File: src/sv/pass_pkg.sv
// Shared types and constants of the priority audio stream selector.
`default_nettype none

package pass_pkg;

	localparam int OP_W        = 3;
	localparam int IDX_FIELD_W = 3;
	localparam int COUNT_W     = 12;
	localparam int KIND_W      = 3;
	localparam int CFG_DATA_W  = 32;
	localparam int CFG_PRIO_W  = 32;
	localparam int WAIT_MASK_W = 8;
	localparam int REG_INDEX_W = 1;

	localparam int MAX_NOTICES  = 4;
	localparam int NOTICE_PTR_W = 2;
	localparam int NOTICE_CNT_W = 3;

	localparam logic [REG_INDEX_W-1:0] REG_BRANCH_PRIORITIES = 1'd0;
	localparam logic [REG_INDEX_W-1:0] REG_FLUSH_WAIT_MASK   = 1'd1;

	localparam logic [WAIT_MASK_W-1:0] WAIT_MASK_RESET = 8'hFF;

	typedef enum logic [1:0] {
		ST_IDLE     = 2'd0,
		ST_WRITING  = 2'd1,
		ST_STOPPED  = 2'd2,
		ST_FLUSHING = 2'd3
	} stream_t;

	typedef enum logic [KIND_W-1:0] {
		K_WRITE_RET   = 3'd0,
		K_SINK_FLUSH  = 3'd1,
		K_SRC_RESUME  = 3'd2,
		K_SRC_FLUSHED = 3'd3,
		K_ACK         = 3'd4
	} notice_kind_t;

	typedef enum logic [OP_W-1:0] {
		OP_WRITE         = 3'd0,
		OP_FLUSH         = 3'd1,
		OP_SINK_RESUME   = 3'd2,
		OP_SINK_FLUSHED  = 3'd3,
		OP_SELECT        = 3'd4,
		OP_AUTO_ON       = 3'd5,
		OP_AUTO_OFF      = 3'd6
	} op_t;

	typedef enum logic [2:0] {
		CS_IDLE,
		CS_CHECK,
		CS_SEARCH,
		CS_APPLY,
		CS_EMIT
	} ctrl_state_t;

	typedef struct packed {
		logic latch;
		logic search_clr;
		logic search_step;
		logic apply;
		logic pop;
	} dp_cmd_t;

	typedef struct packed {
		logic need_search;
		logic search_last;
		logic notice_last;
	} dp_status_t;

endpackage

`default_nettype wire

File: src/sv/pass_if.sv
// Event and notice channel interfaces of the priority audio stream selector.
`default_nettype none

interface pass_event_if;
	import pass_pkg::*;

	logic                   valid;
	logic                   ready;
	logic [OP_W-1:0]        op;
	logic [IDX_FIELD_W-1:0] branch_index;
	logic                   select_none;
	logic [COUNT_W-1:0]     sample_count;
	logic [COUNT_W-1:0]     sink_accept;

	modport source (
		output valid, op, branch_index, select_none, sample_count, sink_accept,
		input  ready
	);

	modport sink (
		input  valid, op, branch_index, select_none, sample_count, sink_accept,
		output ready
	);
endinterface

interface pass_notice_if;
	import pass_pkg::*;

	logic                   valid;
	logic                   ready;
	logic [KIND_W-1:0]      kind;
	logic [IDX_FIELD_W-1:0] target_branch;
	logic [COUNT_W-1:0]     value;
	logic [IDX_FIELD_W-1:0] selected_index;
	logic                   selected_valid;
	logic                   last;

	modport source (
		output valid, kind, target_branch, value, selected_index, selected_valid, last,
		input  ready
	);

	modport sink (
		input  valid, kind, target_branch, value, selected_index, selected_valid, last,
		output ready
	);
endinterface

`default_nettype wire

File: src/sv/priority_audio_stream_selector_core.sv
// Top level of the priority audio stream selector control plane.
//
// Events arrive on the events channel and notices leave on the notices
// channel; both use a valid/ready transfer. Configuration registers are
// written through write_enable, reg_index and write_data; the user must
// write them only while the block is idle, which the block does not
// enforce. Index 0 holds the packed branch priorities, index 1 the
// flush-wait mask. Each event yields one to four notices, the final one
// marked by last. Events are handled one at a time. After an event
// transfer the block decodes the event and then applies it, then offers
// its notices one per cycle while the receiver is ready. An event that
// has the selected branch flush without waiting, or lose auto-select,
// adds a priority scan between decoding and applying, one branch per
// cycle over all NUM_BRANCHES branches.
// Ready on the events channel is high only while the block is idle.
// When the receiver stalls, the current notice is held and no new event is
// taken. Reset clears all branch states, the selection, the output state and
// the configuration registers to their defaults.
`default_nettype none

module priority_audio_stream_selector_core #(
	parameter int NUM_BRANCHES = 8,
	parameter int PRIO_BITS    = 4
) (
	input  logic                             clk,
	input  logic                             arst_n,
	input  logic                             write_enable,
	input  logic [pass_pkg::REG_INDEX_W-1:0] reg_index,
	input  logic [pass_pkg::CFG_DATA_W-1:0]  write_data,
	pass_event_if.sink                       events,
	pass_notice_if.source                    notices
);
	import pass_pkg::*;

	dp_cmd_t    cmd;
	dp_status_t status;

	pass_ctrl u_ctrl (
		.clk       (clk),
		.arst_n    (arst_n),
		.in_valid  (events.valid),
		.in_ready  (events.ready),
		.out_valid (notices.valid),
		.out_ready (notices.ready),
		.status    (status),
		.cmd       (cmd)
	);

	pass_dp #(
		.NUM_BRANCHES (NUM_BRANCHES),
		.PRIO_BITS    (PRIO_BITS)
	) u_dp (
		.clk            (clk),
		.arst_n         (arst_n),
		.cmd            (cmd),
		.status         (status),
		.write_enable   (write_enable),
		.reg_index      (reg_index),
		.write_data     (write_data),
		.op             (events.op),
		.branch_index   (events.branch_index),
		.select_none    (events.select_none),
		.sample_count   (events.sample_count),
		.sink_accept    (events.sink_accept),
		.kind           (notices.kind),
		.target_branch  (notices.target_branch),
		.value          (notices.value),
		.selected_index (notices.selected_index),
		.selected_valid (notices.selected_valid),
		.last           (notices.last)
	);

endmodule

`default_nettype wire

File: src/sv/pass_ctrl.sv
// Controller state machine that sequences event handling and notice delivery.
`default_nettype none

module pass_ctrl (
	input  logic                 clk,
	input  logic                 arst_n,
	input  logic                 in_valid,
	output logic                 in_ready,
	output logic                 out_valid,
	input  logic                 out_ready,
	input  pass_pkg::dp_status_t status,
	output pass_pkg::dp_cmd_t    cmd
);
	import pass_pkg::*;

	ctrl_state_t state_q;
	ctrl_state_t state_nx;

	always_ff @(posedge clk or negedge arst_n) begin
		if (!arst_n) begin
			state_q <= CS_IDLE;
		end else begin
			state_q <= state_nx;
		end
	end

	always_comb begin
		state_nx = state_q;
		unique case (state_q)
			CS_IDLE: begin
				if (in_valid) state_nx = CS_CHECK;
			end
			CS_CHECK: begin
				state_nx = status.need_search ? CS_SEARCH : CS_APPLY;
			end
			CS_SEARCH: begin
				if (status.search_last) state_nx = CS_APPLY;
			end
			CS_APPLY: begin
				state_nx = CS_EMIT;
			end
			CS_EMIT: begin
				if (out_ready && status.notice_last) state_nx = CS_IDLE;
			end
			default: begin
				state_nx = CS_IDLE;
			end
		endcase
	end

	always_comb begin
		in_ready        = (state_q == CS_IDLE);
		out_valid       = (state_q == CS_EMIT);
		cmd.latch       = (state_q == CS_IDLE) && in_valid;
		cmd.search_clr  = (state_q == CS_CHECK);
		cmd.search_step = (state_q == CS_SEARCH);
		cmd.apply       = (state_q == CS_APPLY);
		cmd.pop         = (state_q == CS_EMIT) && out_ready;
	end

endmodule

`default_nettype wire

File: src/sv/pass_dp.sv
// Datapath holding the stream states, the selection, the priority search and the notice queue.
`default_nettype none

module pass_dp #(
	parameter int NUM_BRANCHES = 8,
	parameter int PRIO_BITS    = 4
) (
	input  logic                                 clk,
	input  logic                                 arst_n,
	input  pass_pkg::dp_cmd_t                    cmd,
	output pass_pkg::dp_status_t                 status,
	input  logic                                 write_enable,
	input  logic [pass_pkg::REG_INDEX_W-1:0]     reg_index,
	input  logic [pass_pkg::CFG_DATA_W-1:0]      write_data,
	input  logic [pass_pkg::OP_W-1:0]            op,
	input  logic [pass_pkg::IDX_FIELD_W-1:0]     branch_index,
	input  logic                                 select_none,
	input  logic [pass_pkg::COUNT_W-1:0]         sample_count,
	input  logic [pass_pkg::COUNT_W-1:0]         sink_accept,
	output logic [pass_pkg::KIND_W-1:0]          kind,
	output logic [pass_pkg::IDX_FIELD_W-1:0]     target_branch,
	output logic [pass_pkg::COUNT_W-1:0]         value,
	output logic [pass_pkg::IDX_FIELD_W-1:0]     selected_index,
	output logic                                 selected_valid,
	output logic                                 last
);
	import pass_pkg::*;

	localparam int IDX_W = $clog2(NUM_BRANCHES);

	typedef struct packed {
		stream_t      [NUM_BRANCHES-1:0]                 st;
		logic         [NUM_BRANCHES-1:0]                 au;
		logic                                            sv;
		logic         [IDX_W-1:0]                        si;
		stream_t                                         os;
		notice_kind_t [MAX_NOTICES-1:0]                  nk;
		logic         [MAX_NOTICES-1:0][IDX_FIELD_W-1:0] nt;
		logic         [MAX_NOTICES-1:0][COUNT_W-1:0]     nv;
		logic         [NOTICE_CNT_W-1:0]                 n;
	} ctx_t;

	// Configuration registers.
	logic [CFG_PRIO_W-1:0]  prio_cfg_q;
	logic [WAIT_MASK_W-1:0] wait_mask_q;

	// Event being handled.
	logic [OP_W-1:0]        op_q;
	logic [IDX_FIELD_W-1:0] b_q;
	logic                   none_q;
	logic [COUNT_W-1:0]     cnt_q;
	logic [COUNT_W-1:0]     acc_q;
	logic [PRIO_BITS-1:0]   prio_sel_q;
	logic [PRIO_BITS-1:0]   prio_b_q;

	// Selector state.
	stream_t [NUM_BRANCHES-1:0] st_q;
	logic    [NUM_BRANCHES-1:0] au_q;
	logic                       sv_q;
	logic    [IDX_W-1:0]        si_q;
	stream_t                    os_q;

	// Priority search.
	logic [IDX_W-1:0]     idx_q;
	logic                 found_q;
	logic [IDX_W-1:0]     best_q;
	logic [PRIO_BITS-1:0] best_prio_q;

	// Notice queue.
	notice_kind_t [MAX_NOTICES-1:0]                  nk_q;
	logic         [MAX_NOTICES-1:0][IDX_FIELD_W-1:0] nt_q;
	logic         [MAX_NOTICES-1:0][COUNT_W-1:0]     nv_q;
	logic         [NOTICE_CNT_W-1:0]                 n_q;
	logic         [NOTICE_PTR_W-1:0]                 rd_q;

	logic [NUM_BRANCHES-1:0][PRIO_BITS-1:0] prio_of;
	logic [IDX_W-1:0]                       prio_addr;
	logic [PRIO_BITS-1:0]                   prio_rd;
	logic [IDX_W-1:0]                       bidx;
	logic                                   b_in;
	logic                                   needs_b;
	logic                                   ev_ok;
	logic                                   is_sel_b;
	logic                                   cand;
	ctx_t                                   nx;
	logic [COUNT_W-1:0]                     wr_ret;

	function automatic ctx_t f_emit(ctx_t c, notice_kind_t k, logic [IDX_FIELD_W-1:0] t,
			logic [COUNT_W-1:0] v);
		ctx_t r;
		r = c;
		if (r.n < NOTICE_CNT_W'(MAX_NOTICES)) begin
			r.nk[r.n[NOTICE_PTR_W-1:0]] = k;
			r.nt[r.n[NOTICE_PTR_W-1:0]] = t;
			r.nv[r.n[NOTICE_PTR_W-1:0]] = v;
			r.n = r.n + NOTICE_CNT_W'(1);
		end
		return r;
	endfunction

	function automatic ctx_t f_unselect(ctx_t c, logic [IDX_W-1:0] x);
		ctx_t r;
		r = c;
		if (r.st[x] == ST_STOPPED) begin
			r.st[x] = ST_WRITING;
			r = f_emit(r, K_SRC_RESUME, IDX_FIELD_W'(x), '0);
		end else if (r.st[x] == ST_FLUSHING) begin
			r.st[x] = ST_IDLE;
			r = f_emit(r, K_SRC_FLUSHED, IDX_FIELD_W'(x), '0);
		end
		return r;
	endfunction

	function automatic ctx_t f_select(ctx_t c, logic valid, logic [IDX_W-1:0] idx);
		ctx_t             r;
		logic             pv;
		logic [IDX_W-1:0] pi;
		r  = c;
		pv = r.sv;
		pi = r.si;
		if (!(valid == pv && (!valid || idx == pi))) begin
			r.sv = valid;
			r.si = valid ? idx : '0;
			if (pv) r = f_unselect(r, pi);
			if (r.os == ST_WRITING || r.os == ST_STOPPED) begin
				if (!valid || r.st[idx] == ST_IDLE) begin
					r.os = ST_FLUSHING;
					r = f_emit(r, K_SINK_FLUSH, '0, '0);
				end
			end
		end
		return r;
	endfunction

	function automatic ctx_t f_done(ctx_t c, logic [IDX_W-1:0] x);
		ctx_t r;
		r = c;
		if (r.st[x] == ST_FLUSHING) begin
			r.st[x] = ST_IDLE;
			if (r.au[x]) r = f_select(r, 1'b0, '0);
			r = f_emit(r, K_SRC_FLUSHED, IDX_FIELD_W'(x), '0);
		end
		return r;
	endfunction

	always_ff @(posedge clk or negedge arst_n) begin
		if (!arst_n) begin
			prio_cfg_q  <= '0;
			wait_mask_q <= WAIT_MASK_RESET;
		end else if (write_enable) begin
			if (reg_index == REG_BRANCH_PRIORITIES) begin
				prio_cfg_q <= write_data[CFG_PRIO_W-1:0];
			end else if (reg_index == REG_FLUSH_WAIT_MASK) begin
				wait_mask_q <= write_data[WAIT_MASK_W-1:0];
			end
		end
	end

	// Branches whose field lies beyond the register have priority zero.
	for (genvar gi = 0; gi < NUM_BRANCHES; gi++) begin : g_prio
		localparam int SH = gi * PRIO_BITS;
		if (SH >= CFG_PRIO_W) begin : g_out
			assign prio_of[gi] = '0;
		end else begin : g_in
			logic [CFG_PRIO_W+PRIO_BITS-1:0] ext;
			assign ext         = {{PRIO_BITS{1'b0}}, prio_cfg_q};
			assign prio_of[gi] = ext[SH +: PRIO_BITS];
		end
	end

	assign bidx      = IDX_W'(b_q);
	assign prio_addr = cmd.latch ? si_q : (cmd.search_step ? idx_q : bidx);
	assign prio_rd   = prio_of[prio_addr];

	assign b_in     = (int'(b_q) < NUM_BRANCHES);
	assign needs_b  = (op_q == OP_WRITE) || (op_q == OP_FLUSH) || (op_q == OP_AUTO_ON)
			|| (op_q == OP_AUTO_OFF) || (op_q == OP_SELECT && !none_q);
	assign ev_ok    = !(needs_b && !b_in);
	assign is_sel_b = sv_q && (si_q == bidx);

	assign status.need_search = ev_ok && (
			(op_q == OP_FLUSH && (st_q[bidx] == ST_WRITING || st_q[bidx] == ST_STOPPED)
				&& is_sel_b && !wait_mask_q[b_q])
			|| (op_q == OP_AUTO_OFF && is_sel_b));
	assign status.search_last = (idx_q == IDX_W'(NUM_BRANCHES - 1));
	assign status.notice_last = ({1'b0, rd_q} + NOTICE_CNT_W'(1)) == n_q;

	// The branch of the event itself no longer qualifies once the event is applied.
	assign cand = au_q[idx_q] && (st_q[idx_q] == ST_WRITING || st_q[idx_q] == ST_STOPPED)
			&& (idx_q != bidx);

	always_ff @(posedge clk) begin
		if (cmd.latch) begin
			op_q       <= op;
			b_q        <= branch_index;
			none_q     <= select_none;
			cnt_q      <= sample_count;
			acc_q      <= sink_accept;
			prio_sel_q <= prio_rd;
		end
		if (cmd.search_clr) begin
			idx_q       <= '0;
			found_q     <= 1'b0;
			best_q      <= '0;
			best_prio_q <= '0;
			prio_b_q    <= prio_rd;
		end else if (cmd.search_step) begin
			idx_q <= idx_q + IDX_W'(1);
			if (cand && (!found_q || prio_rd > best_prio_q)) begin
				found_q     <= 1'b1;
				best_q      <= idx_q;
				best_prio_q <= prio_rd;
			end
		end
		if (cmd.apply) begin
			nk_q <= nx.nk;
			nt_q <= nx.nt;
			nv_q <= nx.nv;
		end
	end

	always_comb begin
		nx    = '0;
		nx.st = st_q;
		nx.au = au_q;
		nx.sv = sv_q;
		nx.si = si_q;
		nx.os = os_q;
		wr_ret = cnt_q;
		if (ev_ok) begin
			unique case (op_q)
				OP_WRITE: begin
					nx.st[bidx] = ST_WRITING;
					if (nx.au[bidx] && !(nx.sv && nx.si == bidx)) begin
						if (!nx.sv || prio_sel_q < prio_b_q) nx = f_select(nx, 1'b1, bidx);
					end
					if (nx.sv && nx.si == bidx) begin
						nx.os  = ST_WRITING;
						wr_ret = (acc_q < cnt_q) ? acc_q : cnt_q;
						if (wr_ret == '0) begin
							nx.os       = ST_STOPPED;
							nx.st[bidx] = ST_STOPPED;
						end
					end
					nx = f_emit(nx, K_WRITE_RET, b_q, wr_ret);
				end
				OP_FLUSH: begin
					if (nx.st[bidx] == ST_IDLE) begin
						nx = f_emit(nx, K_SRC_FLUSHED, b_q, '0);
					end else if (nx.st[bidx] == ST_WRITING || nx.st[bidx] == ST_STOPPED) begin
						if (nx.sv && nx.si == bidx) begin
							nx.st[bidx] = ST_FLUSHING;
							if (!wait_mask_q[b_q] && found_q) nx = f_select(nx, 1'b1, best_q);
							if (nx.sv && nx.si == bidx) begin
								if (nx.os == ST_IDLE) begin
									nx = f_done(nx, bidx);
								end else if (nx.os != ST_FLUSHING) begin
									nx.os = ST_FLUSHING;
									nx = f_emit(nx, K_SINK_FLUSH, '0, '0);
								end
							end
						end else begin
							nx.st[bidx] = ST_IDLE;
							nx = f_emit(nx, K_SRC_FLUSHED, b_q, '0);
						end
					end
				end
				OP_SINK_RESUME: begin
					if (nx.os == ST_STOPPED) begin
						nx.os = ST_WRITING;
						if (nx.sv && nx.st[nx.si] == ST_STOPPED) begin
							nx.st[nx.si] = ST_WRITING;
							nx = f_emit(nx, K_SRC_RESUME, IDX_FIELD_W'(nx.si), '0);
						end
					end
				end
				OP_SINK_FLUSHED: begin
					if (nx.os == ST_FLUSHING) begin
						nx.os = ST_IDLE;
						if (nx.sv) nx = f_done(nx, nx.si);
					end
				end
				OP_SELECT: begin
					nx = f_select(nx, !none_q, none_q ? '0 : bidx);
				end
				OP_AUTO_ON: begin
					nx.au[bidx] = 1'b1;
				end
				OP_AUTO_OFF: begin
					nx.au[bidx] = 1'b0;
					if (nx.sv && nx.si == bidx) nx = f_select(nx, found_q, best_q);
				end
				default: begin
				end
			endcase
		end
		if (nx.n == '0) nx = f_emit(nx, K_ACK, '0, '0);
	end

	always_ff @(posedge clk or negedge arst_n) begin
		if (!arst_n) begin
			for (int i = 0; i < NUM_BRANCHES; i++) begin
				st_q[i] <= ST_IDLE;
			end
			au_q <= '0;
			sv_q <= 1'b0;
			si_q <= '0;
			os_q <= ST_IDLE;
			n_q  <= '0;
			rd_q <= '0;
		end else if (cmd.apply) begin
			st_q <= nx.st;
			au_q <= nx.au;
			sv_q <= nx.sv;
			si_q <= nx.si;
			os_q <= nx.os;
			n_q  <= nx.n;
			rd_q <= '0;
		end else if (cmd.pop) begin
			rd_q <= rd_q + NOTICE_PTR_W'(1);
		end
	end

	assign kind           = nk_q[rd_q];
	assign target_branch  = nt_q[rd_q];
	assign value          = nv_q[rd_q];
	assign selected_index = IDX_FIELD_W'(si_q);
	assign selected_valid = sv_q;
	assign last           = status.notice_last;

endmodule

`default_nettype wire
File: src/flat_wrapper.sv
// flat-port wrapper written by rule: the top's interface ports become plain ports
module priority_audio_stream_selector_core_flat import pass_pkg::*;
#(
	parameter int NUM_BRANCHES = 8,
	parameter int PRIO_BITS    = 4
)
  (clk, arst_n, write_enable, reg_index, write_data, events_valid, events_op, events_branch_index, events_select_none, events_sample_count, events_sink_accept, events_ready, notices_valid, notices_kind, notices_target_branch, notices_value, notices_selected_index, notices_selected_valid, notices_last, notices_ready);
  pass_event_if events_i ();
  pass_notice_if notices_i ();
  input  logic clk;
  input  logic arst_n;
  input  logic write_enable;
  input  logic [pass_pkg::REG_INDEX_W-1:0] reg_index;
  input  logic [pass_pkg::CFG_DATA_W-1:0] write_data;
  input wire logic [$bits(events_i.valid)-1:0] events_valid;
  input wire logic [$bits(events_i.op)-1:0] events_op;
  input wire logic [$bits(events_i.branch_index)-1:0] events_branch_index;
  input wire logic [$bits(events_i.select_none)-1:0] events_select_none;
  input wire logic [$bits(events_i.sample_count)-1:0] events_sample_count;
  input wire logic [$bits(events_i.sink_accept)-1:0] events_sink_accept;
  output wire logic [$bits(events_i.ready)-1:0] events_ready;
  output wire logic [$bits(notices_i.valid)-1:0] notices_valid;
  output wire logic [$bits(notices_i.kind)-1:0] notices_kind;
  output wire logic [$bits(notices_i.target_branch)-1:0] notices_target_branch;
  output wire logic [$bits(notices_i.value)-1:0] notices_value;
  output wire logic [$bits(notices_i.selected_index)-1:0] notices_selected_index;
  output wire logic [$bits(notices_i.selected_valid)-1:0] notices_selected_valid;
  output wire logic [$bits(notices_i.last)-1:0] notices_last;
  input wire logic [$bits(notices_i.ready)-1:0] notices_ready;
  assign events_i.valid = events_valid;
  assign events_i.op = events_op;
  assign events_i.branch_index = events_branch_index;
  assign events_i.select_none = events_select_none;
  assign events_i.sample_count = events_sample_count;
  assign events_i.sink_accept = events_sink_accept;
  assign events_ready = events_i.ready;
  assign notices_valid = notices_i.valid;
  assign notices_kind = notices_i.kind;
  assign notices_target_branch = notices_i.target_branch;
  assign notices_value = notices_i.value;
  assign notices_selected_index = notices_i.selected_index;
  assign notices_selected_valid = notices_i.selected_valid;
  assign notices_last = notices_i.last;
  assign notices_i.ready = notices_ready;
  priority_audio_stream_selector_core #(.NUM_BRANCHES(NUM_BRANCHES), .PRIO_BITS(PRIO_BITS)) u_core (.clk(clk), .arst_n(arst_n), .write_enable(write_enable), .reg_index(reg_index), .write_data(write_data), .events(events_i), .notices(notices_i));
endmodule
File: config.mk
export PLATFORM = sky130hd
export DESIGN_NAME = priority_audio_stream_selector_core_flat
export DESIGN_NICKNAME = d
export VERILOG_FILES = /design/src/sv/pass_pkg.sv /design/src/sv/pass_if.sv /design/src/sv/priority_audio_stream_selector_core.sv /design/src/sv/pass_ctrl.sv /design/src/sv/pass_dp.sv /design/src/flat_wrapper.sv
export SDC_FILE = /design/constraint.sdc
export NUM_CORES = 1
export LEC_CHECK = 0
export BUFFER_PORTS_ARGS = -buffer_cell sky130_fd_sc_hd__buf_2
export CORE_MARGIN = 2
export CORE_UTILIZATION = 35
export CTS_CLUSTER_SIZE = 24
export DETAILED_ROUTE_END_ITERATION = 8
export HOLD_SLACK_MARGIN = 0.08
export PLACE_DENSITY = 0.56
export SETUP_SLACK_MARGIN = 0.02
export SLEW_MARGIN = 20
export SYNTH_ARGS = -nofsm -noshare
export SYNTH_HDL_FRONTEND = slang
export SYNTH_SLANG_ARGS = --single-unit
File: constraint.sdc
create_clock -name clk -period 13.1 [get_ports clk]
set_clock_uncertainty 0.1 [all_clocks]
set_input_delay 0.655 -clock clk [delete_from_list [all_inputs] [get_ports clk]]
set_output_delay 0.655 -clock clk [all_outputs]
set_load 0.01 [all_outputs]
-- After elaboration in Yosys (flattened, before gate mapping)
Cells that the tools add are included.
- bitwise gates (word level): 107
- muxes and demuxes: 229
- $add $sub $neg: 14
- reductions and logical operators: 69
- magnitude comparators: 47
- eq/ne operators: 54
- operator list (cell ; count):
    105-bit 2-to-1 mux ; 83
    75-bit 2-to-1 mux ; 14
    77-bit 2-to-1 mux ; 11
    81-bit case mux with 6 select lines ; 1
    48-bit AND ; 10
    48-bit inverter ; 10
    12-bit demux with 2-bit select ; 11
    12-bit 2-to-1 mux ; 15
    8-bit AND ; 17
    16-bit AND ; 7
    8-bit inverter ; 14
    12-bit AND ; 9
    12-bit inverter ; 9
    16-bit case mux with 6 select lines ; 1
    8-bit bitwise OR ; 11
    2-bit binary-select mux with 3-bit select ; 12
    3-bit demux with 2-bit select ; 11
    3-bit 2-to-1 mux ; 21
    8-bit case mux with 7 select lines ; 1
    12-bit bitwise mux ; 4
    48-bit bitwise mux ; 1
    16-bit inverter ; 3
    2-bit == test, second input constant ; 21
    2-bit 2-to-1 mux ; 19
    44 further kinds ; 204
- input port bits: 69
- register bits after elaboration: 200

-- Depth between registers and ports, before layout
Gate-level depths: netlist (run 1).
- depth in word-level cells: 89
- mapped depth: 31
- mapped depth without buffers: 26

-- Modules after synthesis
From an unflattened synthesis (run 1), not the netlist that was laid out.
- cell total of the unflattened synthesis: 1456
- area, all modules: 13978.4 µm²
- by module, submodules not included (module ; area an instance (µm²) ; cells each ; instances ; seq. area each (µm²)):
    pass_dp ; 13761.9 ; 1434 ; 1 ; 5440.2
    pass_ctrl ; 216.5 ; 22 ; 1 ; 75.1

-- Worst setup path before layout (run 1)
Ideal clock, no wire load.
- kind: reg2reg
- from: register u_core.u_dp.si_q[0] (netlist: u_core.u_dp.selected_index[0])
- to: register u_core.u_dp.nv_q[14] (netlist bit) (data pin)
- arrival: 6595 ps
- slack: 6139 ps
- stages on the path, launching flop included: 31
- buffers on the path: 6
- cells stage by stage: dfrtp_1 -> buf_2 -> clkbuf_1 -> and3_1 -> clkbuf_1 -> a22oi_1 -> and4_1 -> buf_2 -> a311oi_1 -> a21oi_1 -> mux4_2 -> ha_1 -> mux2_2 -> nand2_1 -> ha_1 -> nor3_1 -> or2_2 -> ha_1 -> a311oi_1 -> o41ai_2 -> ha_1 -> mux2_1 -> a21oi_1 -> or2_1 -> ha_1 -> o211a_1 -> clkbuf_1 -> nand2_1 -> nand3_1 -> clkbuf_1 -> nor2_1
- RTL lines (item ; line ; source):
    start: declaration ; pass_dp.sv:60 ; logic [IDX_W-1:0] si_q;
    start signal: assignment ; pass_dp.sv:315 ; si_q <= nx.si;
    end signal: assignment ; pass_dp.sv:218 ; nv_q <= nx.nv;
    end: declaration ; pass_dp.sv:72 ; logic [MAX_NOTICES-1:0][COUNT_W-1:0] nv_q;

==> results of run 1 <==
-- state kept, by name, summed over array words and instances (netlist names), 4 cells and up, named ones only --
register and cells:
u_core.u_dp.st_q 16, u_core.u_dp.nv_q 48, u_core.u_dp.wait_mask_q 8, u_core.u_dp.prio_cfg_q 32
u_core.u_dp.prio_sel_q 4, u_core.u_dp.best_prio_q 4, u_core.u_dp.nt_q 12, u_core.u_dp.prio_b_q 4
u_core.u_dp.cnt_q 12, u_core.u_dp.acc_q 12, u_core.u_dp.nk_q 12
-- through the flow --
| step | hold WS (ns) | instance area, µm² | setup slack [ns] | util [%] | instances |
|---|---|---|---|---|---|
| floorplan | 0.259 | 14200 | 6.14 | - | 1465 |
| global placement | 0.377 | 15100 | 5.06 | 37.8 | 1999 |
| detailed placement | 0.381 | 15100 | 4.83 | 37.8 | 1999 |
| CTS | 0.244 | 15600 | 4.81 | 39.3 | 2032 |
| global route | 0.241 | 15600 | 4.03 | 39.3 | 2032 |
| finish | 0.266 | 15600 | 4.68 | 39.3 | 2032 |
-- worst max-delay path by stage --
stage                                  startpoint  cells past startpoint                   end  slack [ns]
finish                         u_core.u_dp.b_q[2]                     26   u_core.u_dp.nv_q[0]        4.68
global route                   u_core.u_dp.b_q[2]                     26   u_core.u_dp.nv_q[3]        4.03
CTS                            u_core.u_dp.b_q[2]                     26   u_core.u_dp.nv_q[9]        4.81
detailed placement             u_core.u_dp.b_q[2]                     26   u_core.u_dp.nv_q[9]        4.83
global placement    u_core.u_dp.selected_index[1]                     26   u_core.u_dp.nv_q[6]        5.06
floorplan           u_core.u_dp.selected_index[0]                     30  u_core.u_dp.nv_q[14]        6.14
-- what timing repair did --
item	4_1_cts	5_1_grt
hold buffers	1	0
resized for setup	0	0
hold endpoints to repair	23	0
-- worst max-delay path, cell delays in order (launching register included) --
cell and delay (ns):
edfxtp_1 0.33, buf_4 0.39, nor3b_2 0.61, nor3_1 0.09, a2111oi_0 0.68, and4_1 0.81, a311oi_1 0.21, a31oi_1 0.20
mux4_2 0.31, ha_1 0.24, mux2_2 0.25, nand2_1 0.25, ha_1 0.24, nor3_1 0.06, or2_2 0.34, ha_1 0.29
a311oi_1 0.05, o41ai_2 0.41, ha_1 0.32, mux2_1 0.30, a21oi_1 0.25, or2_1 0.17, ha_1 0.14, o211a_1 0.31
nor2_1 0.16, nand3_1 0.53, nor2_1 0.10
-- final cells by class --
class / instances / area (µm²) / share of cell area, %
clock buffers: 18 / 429 / 2.74
inverters: 53 / 199 / 1.27
multi-input cells: 1098 / 7990 / 51.1
flip-flops and latches: 200 / 5520 / 35.3
well taps: 525 / 657 / 4.20
repair buffers: 124 / 703 / 4.49
clock inverters: 14 / 154 / 0.984
-- Yosys cell counts (12+ instances only) --
cell and n:
mux2_2 60, inv_1 50, nor2_1 181, clkbuf_1 83, nand2b_1 19, nor4_1 12
a211oi_1 18, and3_1 13, a22oi_1 20, and2_1 15, a21o_1 17, o31ai_1 13
a31oi_1 22, ha_1 54, edfxtp_1 111, o21ai_0 62, mux2i_1 24, nand3b_1 13
mux4_2 37, dfrtp_1 70, nand3_1 35, nor3_1 41, a21oi_1 79, nand2_1 108
o22ai_1 15, xor2_1 17
-- metal layers --
layer / share of wire [%] / GRT usage, % / wire length, µm / up-vias
met5: 0 / 0 / 0 / -
met4: 3.5 / 9.20 / 1700 / 0
met3: 8.2 / 5.57 / 4020 / 121
met2: 45 / 36.1 / 22000 / 590
met1: 44 / 32.4 / 21500 / 6160
li1: - / - / - / 5583
-- power groups by stage --
stage | clock, mW | sequential, mW | combinational (mW)
floorplan | 0 | 0.894 | 0.866
global placement | 0 | 1.00 | 1.13
detailed placement | 0 | 1.01 | 1.14
CTS | 0.542 | 0.993 | 1.14
global route | 0.566 | 1.01 | 1.25
finish | 0.527 | 0.996 | 1.15
-- cells by family (layout without fill, tap and decap cells) --
| family | after synthesis | in the layout | share of synthesized area [%] |
|---|---|---|---|
| other | 1 | 1 | 0.0265 |
| buffers and inverters | 167 | 209 | 4.86 |
| muxes | 126 | 126 | 12.8 |
| AOI/OAI and AO/OA | 378 | 378 | 18.9 |
| and+or+nand+nor | 514 | 514 | 18.1 |
| xor gates and xnor gates | 25 | 25 | 1.55 |
| adders and majority gates | 54 | 54 | 4.77 |
| DFF | 200 | 200 | 38.9 |
==> metrics.md, run 1 <==
| Metric | Value |
|---|---|
| Largest area contributor in the netlist | `edfxtp_1` |
| Most common cell after layout, fill and taps aside | `nor2_1` |
| Setup repair bufs after CTS | `0` |
| FF-to-FF setup slack | `4.68 ns` |
| Fmax | `119 MHz` |
| WL final | `49300 µm` |
| Worst EP required | `13.18 ns` |
| Synth unique cells | `97` |
| Post-DR wirelength/cell | `24.3 µm` |
| Status | `finished, final reports clean` |
| Die area | `0.0421 mm²` |
| RSZ-0062 raised after global routing | `no` |
| Pwr Density | `171 mW/mm²` |
| Worst EP arrival | `8.50 ns` |
| Slew margin rel. | `26.9%` |
| Share of the synthesized area in the top cell type | `23.5%` |
| Hold Crit Depth | `1` |
| Pins Over Slew Limit | `0` |
| DRC | `0` |
| Die X | `205 µm` |
| Switch Pwr | `1.14 mW` |
| Worst flop-to-flop path endpoint | `u_core.u_dp.nv_q[0]` |
| Fillers | `4075` |
| GRT Util Overall | `23.6%` |
| Final min period | `8.42 ns` |
| Sw frac | `42.5%` |
| Cells after synthesis | `1465` |
| Total grt overflow | `0` |
| Seq pwr share | `37.2%` |
| Gp weighted congestion | `0.973` |
| Setup crit end kind | `flip-flop` |
| DRT antenna net count | `0` |
| Asr flop ratio synth | `39.0%` |
| Gate power share | `43.1%` |
| Syn Nets | `1588` |
| Post-Syn Area | `0.0142 mm²` |
| Syn. warnings | `0` |
| Clock buffer depth | `2` |
| Post-synthesis sequential area ratio | `38.9%` |
| Cell-internal power | `1.54 mW` |
| Die extent in y | `205 µm` |
| Main area contributors after synthesis | `edfxtp_1, dfrtp_1, mux4_2` |
| Nets | `1617` |
| Vias per inst | `6.13` |
| Max IR drop VDD | `0.000102 V` |
| First DRT Iteration DRCs | `1305` |
| N_diodes | `0` |
| Hold endpoint | `u_core.u_dp.cnt_q[4]` |
| Clk pin slew, worst setup/hold paths | `0.08 ns` |
| Hpwl dp | `35600 µm` |
| Skew-Pair Late Insertion Delay | `0.46 ns` |
| Vias | `12.5k` |
| TritonCTS clock tree | `built` |
| Vias in the first global route | `12.1k` |
| Endpoints failing setup | `0` |
| Buffers on Ports | `93` |
| Initial Util | `35.6%` |
| Clk pwr share | `19.7%` |
| Number of flops mapped to enable cells by yosys | `111` |
| Leak | `5.78 nW` |
| Synth-to-layout area growth | `10.4%` |
| Slew @ Worst Pin | `1.09 ns` |
| Clock sink count | `200` |
| FF-to-FF Start | `u_core.u_dp.b_q[2]` |
| Row count | `73` |
| Total CTS buffers | `17` |
| Hold WC Path Type | `in2reg` |
| CP Class | `reg2reg` |
| Max cap viols | `0` |
| Number of H-tree levels | `4` |
| Mean Syn Cell Area | `9.67 µm²` |
| Tcrit/Tclk final | `64.3%` |
| Overall power after layout | `2.68 mW` |
| Root Driver | `clkbuf_16` |
| Layout cell share with drive strength beyond 1 | `20.5%` |
| Crit Path Max Fanout | `30` |
| Yosys reg bits | `200` |
| DR pass1 iterations | `5` |
| Final hold viol count | `0` |
| Setup TNS | `0 ns` |
| Antenna violations before repair | `0` |
| Io pins | `94` |
| Crit path launch type | `flip-flop` |
| Core ar. | `0.0398 mm²` |
| First-pass GRT wire length | `75200 µm` |
| Pin count of the biggest net entering global routing | `78` |
| Post-synth top flop | `edfxtp_1` |
| Register-to-Register Path Depth | `26` |
| Highest-count cells in the layout ignoring fill and taps | `nor2_1, edfxtp_1, nand2_1` |
| Hold Crit Start | `events_sample_count[4]` |
Note: power is estimated with default switching activity, not from simulation.
==> run 2, diff against run 1 <==
==> constraint.sdc (replaced) <==
create_clock -name clk -period 8.7 [get_ports clk]
set_clock_uncertainty 0.1 [all_clocks]
set_input_delay 0.435 -clock clk [delete_from_list [all_inputs] [get_ports clk]]
set_output_delay 0.435 -clock clk [all_outputs]
set_load 0.01 [all_outputs]
==> run 2 against run 1 <==
- core utilization is 1.2 points higher
- die area stayed put
- via count is 2.4% higher
- critical path depth is 1 lower
- sequential power is 46% higher
- cell area is 3.1% higher
- non-clock buffer count is 57 higher
- critical path type unchanged
- largest power group unchanged
==> metrics.md, run 2 (same netlist as run 1, synthesis figures left out) <==
| Metric | Value |
|---|---|
| Setup repair bufs after CTS | `0 (unchanged)` |
| M1 GR Usage | `33.5% (+1.1 points)` |
| Worst EP arrival | `8.03 ns (-0.47 ns)` |
| Final hold viol count | `0 (unchanged)` |
| Number of H-tree levels | `4 (unchanged)` |
| Largest Register | `u_core.u_dp.nv_q` |
| Pin count of the biggest net entering global routing | `78 (unchanged)` |
| Vias | `12.8k (+2.4%)` |
| DRC | `0 (unchanged)` |
| Post-DR wirelength/cell | `24.7 µm (+1.9%)` |
| Hpwl dp | `37900 µm (+6.4%)` |
| Fmax | `126 MHz (+6.4%)` |
| Setup crit end kind | `flip-flop` |
| GR Layer Usage met2 | `38.3% (+2.2 points)` |
| DR pass1 iterations | `8 (+3)` |
| Setup WS post-layout | `0.783 ns (-3.89 ns)` |
| Skew-Pair Late Insertion Delay | `0.47 ns (about the same)` |
| Resized Gates After CTS | `0 (unchanged)` |
| Largest registers | `u_core.u_dp.nv_q (48), u_core.u_dp.prio_cfg_q (32), u_core.u_dp.st_q (16)` |
| Setup TNS | `0 ns (unchanged)` |
| First-pass GRT wire length | `77400 µm (+2.9%)` |
| Tcrit/Tclk final | `91.0% (+27 points)` |
| Die area | `0.0421 mm² (unchanged)` |
| Synth-to-layout area growth | `13.9%` |
| Clock buffer depth | `2 (unchanged)` |
| Pins Over Slew Limit | `0 (unchanged)` |
| Leak | `6.05 nW (+4.7%)` |
| Core ar. | `0.0398 mm² (unchanged)` |
| Root Driver | `clkbuf_16` |
| Total CTS buffers | `17 (unchanged)` |
| N_diodes | `0 (unchanged)` |
| Buffers on Ports | `93 (unchanged)` |
| Clk pin slew, worst setup/hold paths | `0.08 ns (about the same)` |
| Total grt overflow | `0 (unchanged)` |
| Inst Count DP | `2025 (+1.3%)` |
| Slew margin rel. | `22.2% (-4.7 points)` |
| WL final | `51600 µm (+4.8%)` |
| Vias per inst | `6.10 (-0.41%)` |
| DRT antenna net count | `0 (unchanged)` |
| Crit Path Max Fanout | `20 (-33%)` |
| Hold WC Path Type | `in2reg` |
| Antenna violations before repair | `1 (+1)` |
| Met3 usage | `4.66% (-0.92 points)` |
| Pwr Density | `255 mW/mm² (+49%)` |
| Initial Util | `35.6% (unchanged)` |
| Vias in the first global route | `12.5k (+3.2%)` |
| Worst EP required | `8.81 ns (-4.37 ns)` |
| Setup WS pre-CTS | `0.888 ns (-3.94 ns)` |
| Most common cell after layout, fill and taps aside | `nor2_1` |
| First DRT Iteration DRCs | `1284 (-1.6%)` |
| Max cap viols | `0 (unchanged)` |
| CTS Hold Bufs | `31 (+30)` |
| Row count | `73 (unchanged)` |
| TritonCTS clock tree | `built` |
| Final min period | `7.92 ns (-0.505 ns)` |
| Nets | `1674 (+3.5%)` |
| Max FFs per register | `48 (unchanged)` |
| CP Class | `reg2reg` |
| RSZ-0062 raised after global routing | `no` |
| Slew @ Worst Pin | `1.16 ns (+0.0746 ns)` |
| Non-filler cells in the finished layout | `2089 (+2.8%)` |
| Busiest layer in global routing | `met2` |
| Die X | `205 µm (unchanged)` |
| Layout cell share with drive strength beyond 1 | `21.4% (+0.92 points)` |
| GRT Util Overall | `24.6% (+0.99 points)` |
| Die extent in y | `205 µm (unchanged)` |
| Util after Layout | `40.5% (+1.2 points)` |
| Crit path launch type | `flip-flop` |
| Gp weighted congestion | `1.02 (+4.4%)` |
| Endpoints failing setup | `0 (unchanged)` |
| Status | `finished, final reports clean` |
| Highest-count cells in the layout ignoring fill and taps | `nor2_1, edfxtp_1, nand2_1` |
| Max IR drop VDD | `0.000150 V (+46%)` |
| Io pins | `94 (unchanged)` |
| Clock sink count | `200 (unchanged)` |
[run 2: area by class of cell]
class / count / area [µm²]
flip-flops and latches: 200 / 5520
multi-input cells: 1098 / 7990
repair buffers: 181 / 1210
fillers: 4020 / 23700
inverters: 53 / 199
clock buffers: 19 / 443
clock inverters: 13 / 126
well taps: 525 / 657
[run 2: path summary, 6_finish.rpt]
path,from,endpoint,slack (ns),cells past startpoint
min in group asynchronous,arst_n,u_core.u_dp.st_q[6],0.32,2
worst max-delay path,u_core.u_dp.selected_index[2],u_core.u_dp.nt_q[7],0.78,25
max in group asynchronous,arst_n,u_core.u_dp.prio_cfg_q[1],7.03,3
worst min-delay path,write_data[21],u_core.u_dp.prio_cfg_q[21],0.11,2
worst max register to register,u_core.u_dp.selected_index[2],u_core.u_dp.nt_q[7],0.78,25
worst min register to register,u_core.u_dp.best_prio_q[1],u_core.u_dp.best_prio_q[1],0.40,2
[run 2: worst max-delay path: stages, from the launching register on]
cell and delay [ns]:
dfrtp_1 0.83, nand3b_1 0.30, nor3_1 0.08, a2111oi_0 0.70, and4_1 0.81, a32oi_1 0.22, a21oi_1 0.19, mux4_2 0.29
ha_1 0.23, mux2_2 0.25, nand2_1 0.24, ha_1 0.25, nor3_1 0.07, or2_2 0.34, ha_1 0.29, a311oi_1 0.26
o41ai_2 0.14, ha_1 0.33, mux2_1 0.29, a21oi_1 0.23, or2_1 0.16, ha_1 0.14, o211a_1 0.31, and2_1 0.29
o31ai_1 0.14, and2_1 0.18
[run 2: metrics by stage]
| stage | cell area, µm² | power [mW] | hold WS, ns |
|---|---|---|---|
| after floorplan | 14200 | 2.65 | 0.0394 |
| after global placement | 15200 | 3.28 | 0.307 |
| after detailed placement | 15200 | 3.29 | 0.310 |
| after CTS | 16100 | 4.11 | 0.0808 |
| after global routing | 16100 | 4.34 | 0.0918 |
| final | 16100 | 4.11 | 0.107 |
[run 2: power by group]
group | internal (mW) | switching (mW)
clock | 0.389 | 0.406
sequential | 1.26 | 0.192
combinational | 0.719 | 1.15
[run 2: per-layer routing]
| metal | wire length [µm] | part of all wire, % |
|---|---|---|
| met5 | 14 | 0.027 |
| met4 | 2020 | 3.9 |
| met3 | 3890 | 7.5 |
| met2 | 23500 | 46 |
| met1 | 22200 | 43 |
==> run 3, diff against run 2 <==
--- a/config.mk
+++ b/config.mk
@@ -5,13 +5,13 @@
 export SDC_FILE = /design/constraint.sdc
 export NUM_CORES = 1
 export LEC_CHECK = 0
-export BUFFER_PORTS_ARGS = -buffer_cell sky130_fd_sc_hd__buf_2
 export CORE_MARGIN = 2
 export CORE_UTILIZATION = 35
 export CTS_CLUSTER_SIZE = 24
 export DETAILED_ROUTE_END_ITERATION = 8
+export DONT_BUFFER_PORTS = 1
 export HOLD_SLACK_MARGIN = 0.08
-export PLACE_DENSITY = 0.56
+export PLACE_DENSITY = 0.54
 export SETUP_SLACK_MARGIN = 0.02
 export SLEW_MARGIN = 20
 export SYNTH_ARGS = -nofsm -noshare
==> run 3 against run 2 <==
- critical path depth rose by 1
- core utilization shrank 0.30 points
- critical endpoint is now u_core.u_dp.nv_q[4]
- via count is 2.8% lower
- non-clock buffer count decreased by 57
- setup slack got worse by 0.13 ns
- largest cell class unchanged
- combinational power decreased by 4%
- power fell by 2.4%
- largest power group unchanged
==> metrics.md, run 3 (same netlist as run 1, synthesis figures left out) <==
| Metric | Value |
|---|---|
| Largest registers | `u_core.u_dp.nv_q (48), u_core.u_dp.prio_cfg_q (32), u_core.u_dp.st_q (16)` |
| CP Class | `reg2reg` |
| Setup crit end kind | `flip-flop` |
| Max cap viols | `0 (unchanged)` |
| Die X | `205 µm (unchanged)` |
| Vias | `12.4k (-2.8%)` |
| Slew @ Worst Pin | `1.02 ns (-0.147 ns)` |
| Fmax | `124 MHz (-1.6%)` |
| Clk pin slew, worst setup/hold paths | `0.08 ns (about the same)` |
| Endpoints failing setup | `0 (unchanged)` |
| Io pins | `94 (unchanged)` |
| Total grt overflow | `0 (unchanged)` |
| Crit Path Max Fanout | `18 (-10%)` |
| Die extent in y | `205 µm (unchanged)` |
| Largest Register | `u_core.u_dp.nv_q` |
| Nets | `1617 (-3.4%)` |
| Initial Util | `35.6% (unchanged)` |
| Pwr Density | `251 mW/mm² (-1.7%)` |
| Slew margin rel. | `31.4% (+9.3 points)` |
| Setup WS post-layout | `0.656 ns (-0.128 ns)` |
| Pin count of the biggest net entering global routing | `79 (+1.3%)` |
| RSZ-0062 raised after global routing | `no` |
| Hold WC Path Type | `in2reg` |
| Setup repair bufs after CTS | `0 (unchanged)` |
| Leak | `5.81 nW (-4.0%)` |
| Area of the multi-input gates | `0.00798 mm² (about the same)` |
| Antenna violations before repair | `0 (-1)` |
| Tcrit/Tclk final | `92.5% (+1.5 points)` |
| Layout cell share with drive strength beyond 1 | `16.1% (-5.4 points)` |
| Highest-count cells in the layout ignoring fill and taps | `nor2_1, edfxtp_1, nand2_1` |
| First DRT Iteration DRCs | `1103 (-14%)` |
| Hold WS | `0.119 ns (+0.0122 ns)` |
| Max IR drop VDD | `0.000148 V (-0.84%)` |
| Reg area | `0.00552 mm² (unchanged)` |
| Final min period | `8.04 ns (+0.128 ns)` |
| Buffers on Ports | `0 (-100%)` |
| Crit path launch type | `flip-flop` |
| Vias in the first global route | `12.0k (-3.8%)` |
| DRC | `0 (unchanged)` |
| Post-DR wirelength/cell | `24.7 µm (-0.15%)` |
| Setup WS pre-CTS | `0.766 ns (-0.122 ns)` |
| DRT antenna net count | `0 (unchanged)` |
| Finished layout cell area | `0.0160 mm² (-0.75%)` |
| Die area | `0.0421 mm² (unchanged)` |
| Final hold viol count | `0 (unchanged)` |
| N_diodes | `0 (unchanged)` |
| First-pass GRT wire length | `75600 µm (-2.3%)` |
| Most common cell after layout, fill and taps aside | `nor2_1` |
| Overall power after layout | `4.01 mW (-2.4%)` |
| Area of placed instances | `0.0148 mm² (-3.0%)` |
| Vias per inst | `6.10 (about the same)` |
| Max FFs per register | `48 (unchanged)` |
| Clock sink count | `200 (unchanged)` |
| Pins Over Slew Limit | `0 (unchanged)` |
| WL final | `50200 µm (-2.9%)` |
| Root Driver | `clkbuf_16` |
| Number of H-tree levels | `4 (unchanged)` |
| Hold Crit Depth | `3 (+1)` |
| Status | `finished, final reports clean` |
| TritonCTS clock tree | `built` |
| Setup TNS | `0 ns (unchanged)` |
| GRT Util Overall | `23.9% (-0.76 points)` |
| Skew-Pair Late Insertion Delay | `0.47 ns (about the same)` |
| Worst EP required | `8.79 ns (-0.02 ns)` |
| Row count | `73 (unchanged)` |
| Worst EP arrival | `8.13 ns (+0.10 ns)` |
| Clock buffer depth | `2 (unchanged)` |
| Core ar. | `0.0398 mm² (unchanged)` |
| Fillers | `3993 (-0.67%)` |
| Gp weighted congestion | `0.989 (-2.7%)` |
| Register-to-Register Path Depth | `26 (+4.0%)` |
| Synth-to-layout area growth | `13.0%` |
| Total CTS buffers | `17 (unchanged)` |
| Hpwl dp | `36800 µm (-3.0%)` |
| DR pass1 iterations | `5 (-3)` |
==> run 3: cell count changes in the layout (fill, tap and decap cells not counted), moves of 2 or more <==
cell	change
inv_6	-3
buf_2	-92
clkbuf_1	+2
clkinvlp_4	+2
dlygate4sd3_1	+33
==> run 3: routing by layer <==
layer	vias to the layer above	track usage, %	part of all wire (%)
li1	5584	-	-
met1	6189	33.1	44
met2	516	37.4	46
met3	107	3.67	6.7
met4	0	9.33	3.0
met5	-	0	0
==> run 3: final timing paths <==
kind | start | end | slack [ns]
setup / recovery | u_core.u_dp.b_q[1] | u_core.u_dp.nv_q[4] | 0.66
hold / removal | notices_ready | u_core.u_dp.rd_q[1] | 0.12
setup reg to reg | u_core.u_dp.b_q[1] | u_core.u_dp.nv_q[4] | 0.66
hold reg to reg | u_core.u_dp.best_prio_q[2] | u_core.u_dp.best_prio_q[2] | 0.40
max in group asynchronous | arst_n | u_core.u_dp.wait_mask_q[5] | 7.66
min in group asynchronous | arst_n | u_core.u_dp.st_q[8] | 0.42
==> run 3: critical path, cell delays in order, from the launching register on <==
cell and delay [ns]:
edfxtp_1 0.62, buf_4 0.38, and3b_1 0.57, nor3_1 0.15, nor4_4 0.52, and2_1 0.43
a311oi_1 0.17, a31oi_1 0.16, mux4_2 0.30, ha_1 0.24, mux2_2 0.26, nand2_1 0.26
ha_1 0.23, nor3_1 0.07, or2_2 0.35, ha_1 0.31, a311oi_1 0.29, o41ai_2 0.15
ha_1 0.33, mux2_1 0.29, a21oi_1 0.23, or2_1 0.16, ha_1 0.14, o211a_1 0.30
nor2_1 0.16, nand3_1 0.51, nor2_1 0.09
==> run 3: cell type report <==
class | count | area share (%)
well taps | 525 | 4.10
flip-flops and latches | 200 | 34.4
clock buffers | 20 | 2.73
multi-input cells | 1098 | 49.8
clock inverters | 12 | 0.688
inverters | 53 | 1.24
repair buffers | 124 | 6.95
==> run 3: where the power goes <==
group	leakage [nW]	total (mW)	switching [mW]	internal [mW]
logic	3.45	1.79	1.11	0.681
clock network	0.260	0.776	0.399	0.376
registers	2.10	1.45	0.189	1.26
==> run 3: stage by stage <==
stage	utilization [%]	cells
5_1_grt	40.2	2032
4_1_cts	40.2	2032
2_1_floorplan	-	1465
3_3_place_gp	37.1	1934
3_5_place_dp	37.1	1934
6_report	40.2	2032
==> run 3: timing repair <==
| action | in CTS | in global routing |
|---|---|---|
| gates resized for setup | 0 | 1 |
| endpoints found under the setup margin | 0 | 27 |
| endpoints found under the hold margin | 150 | 0 |
| hold buffers | 66 | 0 |
